--- src/design/tdsd_pkg.sv ---
// Shared constants and types for the third-difference spike detector.
package tdsd_pkg;

   localparam int SAMPLE_WIDTH_DEF = 32;
   localparam int FRAC_BITS_DEF    = 16;

   localparam int ALPHA_W    = 17;
   localparam int THR_W      = 34;
   localparam int REARM_W    = 17;
   localparam int CSR_IDX_W  = 2;
   localparam int CSR_DATA_W = 34;
   localparam int COUNT_W    = 32;
   localparam int FILL_W     = 2;

   localparam logic [CSR_IDX_W-1:0] CSR_ALPHA     = 2'd0;
   localparam logic [CSR_IDX_W-1:0] CSR_THRESHOLD = 2'd1;
   localparam logic [CSR_IDX_W-1:0] CSR_REARM     = 2'd2;

   localparam logic [ALPHA_W-1:0] ALPHA_RESET = 17'd6554;
   localparam logic [THR_W-1:0]   THR_RESET   = 34'd65536;
   localparam logic [REARM_W-1:0] REARM_RESET = 17'd13107;

   localparam logic [FILL_W-1:0] FILL_NONE = 2'd0;
   localparam logic [FILL_W-1:0] FILL_VEL  = 2'd1;
   localparam logic [FILL_W-1:0] FILL_ACC  = 2'd2;
   localparam logic [FILL_W-1:0] FILL_JERK = 2'd3;

   typedef struct packed {
      logic             restart;
      logic [THR_W-1:0] threshold;
      logic [THR_W-1:0] rearm_level;
   } csr_ctrl_type;

endpackage

--- src/design/tdsd_ema.sv ---
// One exponential moving average step: ema + floor(alpha * (d - ema) / 2^F).
module tdsd_ema #(
   parameter int DW        = 33,
   parameter int FRAC_BITS = tdsd_pkg::FRAC_BITS_DEF
) (
   input  logic signed [DW-1:0]  ema,
   input  logic signed [DW-1:0]  d,
   input  logic [FRAC_BITS:0]    alpha,
   output logic signed [DW-1:0]  ema_next
);
   import tdsd_pkg::*;

   localparam int PW = DW + FRAC_BITS + 3;

   logic signed [DW:0]   diff;
   logic signed [PW-1:0] diff_x;
   logic signed [PW-1:0] alpha_x;
   logic signed [PW-1:0] prod;
   logic signed [PW-1:0] step;

   assign diff     = (DW+1)'(d) - (DW+1)'(ema);
   assign diff_x   = PW'(diff);
   assign alpha_x  = PW'({1'b0, alpha});
   assign prod     = diff_x * alpha_x;
   // arithmetic shift gives the floor
   assign step     = prod >>> FRAC_BITS;
   // the true result stays within the range of d, so modular add is exact
   assign ema_next = ema + DW'(step);

endmodule

--- config.mk ---
export PLATFORM = sky130hd
export DESIGN_NAME = tdsd_ema
export DESIGN_NICKNAME = d
export VERILOG_FILES = /design/src/design/tdsd_pkg.sv /design/src/design/tdsd_ema.sv
export SDC_FILE = /design/constraint.sdc
export NUM_CORES = 2
export LEC_CHECK = 0
export BUFFER_PORTS_ARGS = -buffer_cell sky130_fd_sc_hd__buf_2
export CAP_MARGIN = 20
export CORE_ASPECT_RATIO = 1.4
export CORE_MARGIN = 10
export CORE_UTILIZATION = 30
export DETAILED_ROUTE_END_ITERATION = 8
export GPL_TIMING_DRIVEN = 0
export PLACE_DENSITY = 0.56
export REMOVE_ABC_BUFFERS = 1
export SLEW_MARGIN = 5
export SYNTH_ARGS = -nofsm -noshare
export SYNTH_HDL_FRONTEND = slang
export SYNTH_SLANG_ARGS = --single-unit
--- constraint.sdc ---
create_clock -name vclk -period 15.6
set_input_delay 3.12 -clock vclk [all_inputs]
set_output_delay 3.12 -clock vclk [all_outputs]
set_load 0.01 [all_outputs]
==> results.py <==
metrics = {
    "outcome": {
        "status": "finished, violations left",
        "violations": "negative setup slack",
    },
    "layout": {
        "layout-drive-gt1-share_pct": 17.6,
        "layout_commonest_cell": "inv_1",
        "seq_cells": 0,
        "multi_input_area_sq_um": 20900,
        "layout_common_cells": "inv_1 (675), fa_1 (516), nand2_1 (287)",
        "n_clock_buffer": 0,
        "area_growth_pct": 18.9,
        "fin_nets": 3576,
        "seqCellArea_sq_um": 0,
        "n_fill_cell": 7697,
    },
    "sta": {
        "drv_slew": 0,
        "min_period_ns": 16.82,
        "maxClockFrequency_ghz": 0.0595,
        "max_slew.worst_pin.slew_ns": 1.03,
        "setup_tns_ns": -8.24,
        "hold_violations": 0,
        "whs_ns": 6.61,
        "fin_crit_sh_pct": 108,
        "setup_ws_ns": -1.22,
        "relSlewSlack_pct": 31.2,
        "rsz0062_at_grt": "yes",
        "setup_viol": 12,
    },
    "die": {
        "core_area_sq_um": 74100,
        "die_x_um": 251,
        "fp.dieH_um": 344,
        "ios": 116,
        "rows": 118,
        "die_area_sq_um": 86300,
        "start_util_pct": 30.3,
    },
    "drt": {
        "drc": 0,
        "ant_nets": 0,
        "viasPerCell": 4.69,
        "wl_per_cell_um": 17.5,
        "vias": 17533,
        "drtIter0Drc": 705,
        "routed_wl_um": 65400,
        "dr.pass1.iters": 5,
    },
    "worst_setup_path": {
        "crit_arrival_ns": 13.70,
        "cpPeakStageDelay_ns": 0.59,
        "cp-startpoint": "ema[1]",
        "critical_path_class": "input port to output port",
        "worst-path-buf-inv": 13,
        "worst_path_dominant_cell_family": "adder cells",
        "cp_data_required_time_ns": 12.48,
        "critPathMaxFanout": 9,
        "cp.depth": 50,
        "slowest_stage": "fa_2",
        "start_kind": "input port",
        "cp-end-kind": "output port",
        "crit_path_end": "ema_next[30]",
    },
    "global_route": {
        "overflow": 0,
        "track_usage_pct": 15.4,
        "antenna_found_initial": 0,
        "grt_pass1_vias": 19281,
        "grt_pass1_wl_um": 106000,
        "grt_max_degree": 36,
    },
    "flow_run": {
        "cap_violations": 0,
    },
    "clocking": {
        "ctsHoldBuffers": 0,
    },
    "hold_path": {
        "min_delay_path_depth": 3,
        "hp-start": "ema[0]",
        "hp-class": "input port to output port",
    },
    "placement": {
        "gp_congestion": 0.818,
        "place.port_buffers": 116,
        "dpl.hpwl_um": 51000,
    },
    "synth": {
        "synth_area_sq_um": 22400,
        "yosysWarnings": 0,
        "yosysSeqAreaShare_pct": 0,
        "ys_types": 67,
        "avgSynthCellArea_sq_um": 8.54,
        "netlist_instances": 2626,
    },
}
## per-layer routing
| layer | wire length [um] | track usage [%] | vias up |
|---|---|---|---|
| li1 | - | - | 7974 |
| met1 | 24700 | 17.5 | 9065 |
| met2 | 36000 | 30.1 | 402 |
| met3 | 2780 | 1.35 | 92 |
| met4 | 1870 | 3.73 | 0 |
| met5 | 0 | 0 | - |
## cell families after synthesis
family          Yosys count  share of synthesized area, %
simple gates            769                          17.5
compound gates          225                          6.74
mux                      17                         0.792
fa+ha+maj               712                          57.5
xor+xnor                100                          4.00
buf+inv                 803                          13.5
## stage by stage
step	setup slack, ns	instances	utilization, %	area, sq um
detailed placement	-3.20	3636	33.0	24400
global placement	-4.20	3605	32.2	23800
CTS	-1.40	3710	35.0	25900
floorplan	-0.803	2529	-	22100
finish	-1.22	3741	36.0	26700
global route	-1.70	3739	36.0	26700
## area by class of cell
class / count / area share (%)
Multi-Input combinational cell: 1824 / 78.3
Inverter: 706 / 9.95
Timing Repair Buffer: 249 / 7.19
Tap cell: 960 / 4.50
Antenna cell: 2 / 0.0188
## what timing repair did
| item | CTS | global route |
|---|---|---|
| resized for setup | 191 | 125 |
| hold endpoints to repair | 0 | 0 |
| endpoints found under the setup margin | 23 | 22 |
| buffers inserted | 74 | 27 |
| pin swaps | 134 | 143 |
| cloned | 0 | 2 |
## worst min path at each step
stage                        to  slack, ns
finish              ema_next[0]       6.61
global route        ema_next[0]       6.64
CTS                 ema_next[0]       6.64
detailed placement  ema_next[0]       6.64
global placement    ema_next[0]       6.64
floorplan           ema_next[0]       6.39
## cell usage after synthesis (all sizes together) (27+ instances only)
cell    count  share of area [%]
nor2       59               0.99
nand2     289                4.8
inv       705                 12
xnor2      74                2.9
o21ai      35               0.80
ha        181                 10
nor2b      52                1.5
clkbuf     91                1.5
a21o       30                1.0
fa        531                 47
a21oi      68                1.6
and2      289                8.1
nand2b     27               0.75
## tightest hold or removal path, cell delays in order
cell	delay, ns
buf_4	0.12
ha_1	0.13
buf_2	0.12
