`src/design/tdsd_pkg.sv`:
```
// Shared constants and types for the third-difference spike detector.
package tdsd_pkg;

   localparam int SAMPLE_WIDTH_DEF = 32;
   localparam int FRAC_BITS_DEF    = 16;

   localparam int ALPHA_W    = 17;
   localparam int THR_W      = 34;
   localparam int REARM_W    = 17;
   localparam int CSR_IDX_W  = 2;
   localparam int CSR_DATA_W = 34;
   localparam int COUNT_W    = 32;
   localparam int FILL_W     = 2;

   localparam logic [CSR_IDX_W-1:0] CSR_ALPHA     = 2'd0;
   localparam logic [CSR_IDX_W-1:0] CSR_THRESHOLD = 2'd1;
   localparam logic [CSR_IDX_W-1:0] CSR_REARM     = 2'd2;

   localparam logic [ALPHA_W-1:0] ALPHA_RESET = 17'd6554;
   localparam logic [THR_W-1:0]   THR_RESET   = 34'd65536;
   localparam logic [REARM_W-1:0] REARM_RESET = 17'd13107;

   localparam logic [FILL_W-1:0] FILL_NONE = 2'd0;
   localparam logic [FILL_W-1:0] FILL_VEL  = 2'd1;
   localparam logic [FILL_W-1:0] FILL_ACC  = 2'd2;
   localparam logic [FILL_W-1:0] FILL_JERK = 2'd3;

   typedef struct packed {
      logic             restart;
      logic [THR_W-1:0] threshold;
      logic [THR_W-1:0] rearm_level;
   } csr_ctrl_type;

endpackage

```
`src/design/tdsd_csr.sv`:
```
// Configuration registers, alpha clamp and registered re-arm level.
module tdsd_csr #(
   parameter int FRAC_BITS = tdsd_pkg::FRAC_BITS_DEF
) (
   input  logic                             clock,
   input  logic                             reset,
   input  logic                             csr_valid,
   output logic                             csr_ready,
   input  logic [tdsd_pkg::CSR_IDX_W-1:0]   csr_index,
   input  logic [tdsd_pkg::CSR_DATA_W-1:0]  csr_data,
   output logic [FRAC_BITS:0]               alpha,
   output tdsd_pkg::csr_ctrl_type           ctrl
);
   import tdsd_pkg::*;

   localparam int AW = FRAC_BITS + 1;
   localparam int CW = (ALPHA_W > AW) ? ALPHA_W : AW;
   localparam logic [CW-1:0] ONE_C = CW'(1) << FRAC_BITS;
   localparam logic [AW-1:0] ONE_A = AW'(1) << FRAC_BITS;
   localparam int PW = THR_W + AW;

   logic [ALPHA_W-1:0] alpha_ff, alpha_in;
   logic [THR_W-1:0]   thr_ff, thr_in;
   logic [REARM_W-1:0] rearm_ff, rearm_in;
   logic [THR_W-1:0]   level_ff, level_in;
   logic               write;
   logic [AW-1:0]      one_minus;
   logic [PW-1:0]      level_prod;

   // values above 1.0 saturate
   function automatic logic [AW-1:0] clamp_one(input logic [ALPHA_W-1:0] v);
      logic [CW-1:0] w;
      w = CW'(v);
      if (w > ONE_C) begin
         w = ONE_C;
      end
      return AW'(w);
   endfunction

   assign csr_ready = 1'b1;
   assign write     = csr_valid && csr_ready;

   always_comb begin
      alpha_in = alpha_ff;
      thr_in   = thr_ff;
      rearm_in = rearm_ff;
      if (write) begin
         case (csr_index)
            CSR_ALPHA:     alpha_in = csr_data[ALPHA_W-1:0];
            CSR_THRESHOLD: thr_in   = csr_data[THR_W-1:0];
            CSR_REARM:     rearm_in = csr_data[REARM_W-1:0];
            default:       ;
         endcase
      end
   end

   assign one_minus  = ONE_A - clamp_one(rearm_ff);
   assign level_prod = PW'(thr_ff) * PW'(one_minus);
   assign level_in   = level_prod[THR_W+FRAC_BITS-1:FRAC_BITS];

   always_ff @(posedge clock) begin
      if (reset) begin
         alpha_ff <= ALPHA_RESET;
         thr_ff   <= THR_RESET;
         rearm_ff <= REARM_RESET;
      end else begin
         alpha_ff <= alpha_in;
         thr_ff   <= thr_in;
         rearm_ff <= rearm_in;
      end
   end

   // level is registered from the registers above; loads during reset too
   always_ff @(posedge clock) begin
      level_ff <= level_in;
   end

   assign alpha            = clamp_one(alpha_ff);
   assign ctrl.restart     = write && (csr_index == CSR_ALPHA || csr_index == CSR_THRESHOLD
                                       || csr_index == CSR_REARM);
   assign ctrl.threshold   = thr_ff;
   assign ctrl.rearm_level = level_ff;

endmodule

```
`config.mk`:
```
export PLATFORM = sky130hd
export DESIGN_NAME = tdsd_csr
export DESIGN_NICKNAME = d
export VERILOG_FILES = /design/src/design/tdsd_pkg.sv /design/src/design/tdsd_csr.sv
export SDC_FILE = /design/constraint.sdc
export NUM_CORES = 1
export LEC_CHECK = 0
export ABC_CLOCK_PERIOD_IN_PS = 15700
export BUFFER_PORTS_ARGS = -buffer_cell sky130_fd_sc_hd__buf_2
export CAP_MARGIN = 20
export CORE_ASPECT_RATIO = 0.5
export CORE_MARGIN = 8
export CORE_UTILIZATION = 29
export CTS_CLUSTER_SIZE = 40
export DETAILED_ROUTE_END_ITERATION = 10
export GPL_TIMING_DRIVEN = 0
export PLACE_DENSITY_LB_ADDON = 0.1
export SETUP_SLACK_MARGIN = 0.2
export SYNTH_ARGS = -nofsm -noshare
export SYNTH_HDL_FRONTEND = slang
export SYNTH_SLANG_ARGS = --single-unit
export TNS_END_PERCENT = 20
```
`constraint.sdc`:
```
create_clock -name clock -period 15.7 [get_ports clock]
set_input_delay 3.14 -clock clock [delete_from_list [all_inputs] [get_ports clock]]
set_output_delay 3.14 -clock clock [all_outputs]
set_load 0.02 [all_outputs]
```
==> out/metrics.cfg <==
[status]
status = finished, final reports clean

[drt]
num_vias = 16710
wire_per_inst_um = 20.96
via_per_inst = 4.589
ant_nets = 0
drc = 0
dr.pass1.iters = 5
totalWireLength_um = 76350
drtIter0Drc = 965

[placed_design]
dp.final_hpwl_um = 64030
place_ws_ns = 5.000
gp_congestion = 0.8440
port_buffers = 123
postPlaceCellArea_sq_mm = 0.02331

[die]
fp-row-count = 70
io_pins = 126
fp.dieW_um = 400.8
start_util_pct = 29.36
dieArea_sq_mm = 0.08353
die_h_um = 208.4
core_sq_mm = 0.07313

[critical_path]
critPathSlowestCell = o41ai_1
arrival_ns = 10.87
r2r-end = level_ff[33]
cp_data_required_time_ns = 16.00
path_class = register to register
cp_max_fo = 10
critPathTopFamily = adder cells
start_kind = register
ff2ff_path_depth = 32
rr_startpoint = rearm_ff[16]
crit_buf_inv = 12
regToRegSetupSlack_ns = 5.13
endpoint_kind = register
slowest_delay_ns = 0.74

[grt]
track_usage_pct = 18.60
first_global_vias = 18250
grt_max_degree = 24
antenna_found_initial = 4
overflow = 0
grt_first_pass_wirelength_um = 117800

[synth]
synthArstFlopShare_pct = 0
synth_edf_count = 0
syn_nets = 3158
synth_ff_type = dfxtp_1
ys_seq_area_share_pct = 9.510
synthCells = 2523
ys_types = 64
ys_ff_latch = 102
synth.cell_area_sq_mm = 0.02147
avgSynthCellArea_sq_um = 8.510
synth_warnings = 0

[timing]
clock.fmax_mhz = 94.62
final.setup.tns_ns = 0
slew_violations = 0
final_hold_viol_count = 0
min_period_over_period_pct = 67.31
worstMarginPinSlew_ns = 1.024
skew_ns = 0.01884
setup_slack_ns = 5.132
period_minus_slack_ns = 10.57
slew_headroom_pct = 31.70
setup_viol = 0
rsz0062_at_grt = no

[clock_tree]
numCtsBuffers = 9
post_cts_resized = 0
cts_hold_buf = 0
clock_latency_ns = 0.42
clk_path_buf_depth = 2
clk_pin_slew_worst_paths_ns = 0.10
tritoncts = done
cts_sinks = 102
clockRootBuffer = clkbuf_16
h-tree-depth = 3
post_cts_buffers = 0

[pwr]
leakagePower_nw = 11.90
power_density_mw_per_mm2 = 63.53
peakVddDrop_v = 0.00006287

[min_path]
hold_class = register to register
whs_endpoint = alpha_ff[15]
worstHoldStart = alpha_ff[15]
hold_depth = 2

[finish]
num-nets-final = 3296
syn2layout_area_growth_pct = 10.28
layout_common_cells = inv_1, nand2_1, fa_1
drive_gt1_share_pct = 6.789
layout_commonest_cell = inv_1
fin_util_pct = 32.38
final_cell_area_sq_mm = 0.02368

[flow_run]
maxCapViolCount = 0

[per-layer routing]
layer / global-route usage (%) / up-vias / wire (um)
met3: 2.556 / 54 / 3027
met5: 0 / - / 13
met4: 4.032 / 2 / 1355
li1: - / 7654 / -
met1: 27.28 / 8699 / 38660
met2: 29.06 / 303 / 33290
[how the worst max path moves through the flow]
| stage | to | slack (ns) | depth (start not counted) | start |
|---|---|---|---|---|
| final | level_ff[33] | 5.13 | 32 | rearm_ff[16] |
| after global routing | level_ff[33] | 4.52 | 32 | rearm_ff[16] |
| after CTS | level_ff[33] | 4.94 | 32 | rearm_ff[16] |
| after detailed placement | level_ff[33] | 5.00 | 32 | rearm_ff[16] |
| after global placement | level_ff[33] | 5.04 | 32 | rearm_ff[16] |
| after floorplan | level_ff[33] | 7.55 | 30 | rearm_ff[2] |
[flip-flops by register name, indices dropped and copies added, names as in the netlist]
signal	cells
alpha_ff	17
level_ff	34
rearm_ff	17
thr_ff	34
[worst reg2reg max path, delay by kind of cell (launching register included)]
kind                     cells  cell delay (ns)
adder cells (fa/ha/maj)      8             3.56
buffers and inverters       12             2.69
AND/OR/NAND/NOR              6             1.64
AO/OA/AOI/OAI                4             1.41
XOR/XNOR                     2             0.84
flip-flops                   1             0.31
[synthesized netlist by cell type, types with 2 or more instances]
| master | instances | area share [%] |
|---|---|---|
| a21o_1 | 21 | 0.73 |
| or3_1 | 2 | 0.058 |
| xnor2_1 | 26 | 1.1 |
| o21a_1 | 10 | 0.35 |
| o21ai_2 | 3 | 0.12 |
| or4_4 | 2 | 0.10 |
| o32a_1 | 2 | 0.093 |
| a31oi_1 | 4 | 0.12 |
| and3_1 | 11 | 0.32 |
| nand3b_1 | 18 | 0.63 |
| o211ai_1 | 4 | 0.14 |
| clkbuf_1 | 120 | 2.1 |
| a211oi_1 | 5 | 0.17 |
| buf_6 | 3 | 0.16 |
| or3b_2 | 2 | 0.082 |
| buf_4 | 6 | 0.21 |
| buf_1 | 3 | 0.052 |
| a21oi_1 | 90 | 2.1 |
| nor4b_4 | 2 | 0.22 |
| a41oi_1 | 3 | 0.12 |
| and4_1 | 3 | 0.12 |
| ha_1 | 120 | 7.0 |
| nor4_1 | 6 | 0.17 |
| nand2_1 | 560 | 9.8 |
| o21ai_0 | 20 | 0.47 |
| o31a_1 | 2 | 0.082 |
| nand3_1 | 12 | 0.28 |
| xor2_1 | 13 | 0.53 |
| dfxtp_1 | 102 | 9.5 |
| nand4_1 | 7 | 0.20 |
| nor3b_1 | 3 | 0.10 |
| and3b_1 | 2 | 0.082 |
| buf_2 | 11 | 0.26 |
| nor2b_1 | 21 | 0.61 |
| o41ai_1 | 2 | 0.082 |
| nor2_1 | 36 | 0.63 |
| inv_1 | 575 | 10 |
| nand2b_1 | 3 | 0.087 |
| fa_1 | 476 | 44 |
| a211o_1 | 5 | 0.20 |
| nor3_1 | 14 | 0.33 |
| and2_1 | 167 | 4.9 |
| o21bai_1 | 5 | 0.17 |
[final cells by class]
type | instances | area (sq um)
diodes | 4 | 10.01
plain buffers | 143 | 595.6
clock buffers | 9 | 225.2
clock inverters | 7 | 96.34
fillers | 7876 | 49450
inverters | 575 | 2158
multi-input cells | 1703 | 16680
flip-flops and latches | 102 | 2042
well taps | 972 | 1216
repair buffers | 127 | 659.4
[metrics by stage]
| stage | power, W | cells | hold slack, ns |
|---|---|---|---|
| 4_1_cts | 0.001534 | 3635 | 0.4856 |
| 3_5_place_dp | 0.001244 | 3619 | 0.4711 |
| 6_report | 0.001504 | 3642 | 0.4770 |
| 5_1_grt | 0.001660 | 3639 | 0.4996 |
| 3_3_place_gp | 0.001241 | 3618 | 0.4670 |
| 2_1_floorplan | 0.0009446 | 2523 | 0.4444 |
[cells by family (layout without fill, tap and decap cells)]
family | after synthesis | in the layout | synth area share [%]
AO/OA/AOI/OAI | 189 | 189 | 5.571
other | 1 | 5 | 0.01746
AND/OR/NAND/NOR | 876 | 876 | 18.96
multiplexers | 2 | 2 | 0.1573
flip-flops | 102 | 102 | 9.510
XOR/XNOR | 39 | 39 | 1.591
adder cells (fa/ha/maj) | 596 | 596 | 51.37
buffers and inverters | 718 | 861 | 12.83
[where the power goes]
part	internal, W	total [W]	leakage, nW	switching, W
logic	0.000319	0.000908	10.9	0.000589
registers	0.000304	0.000321	0.838	0.0000172
clock network	0.000119	0.000275	0.156	0.000156
(Power assumes the default switching activity.)
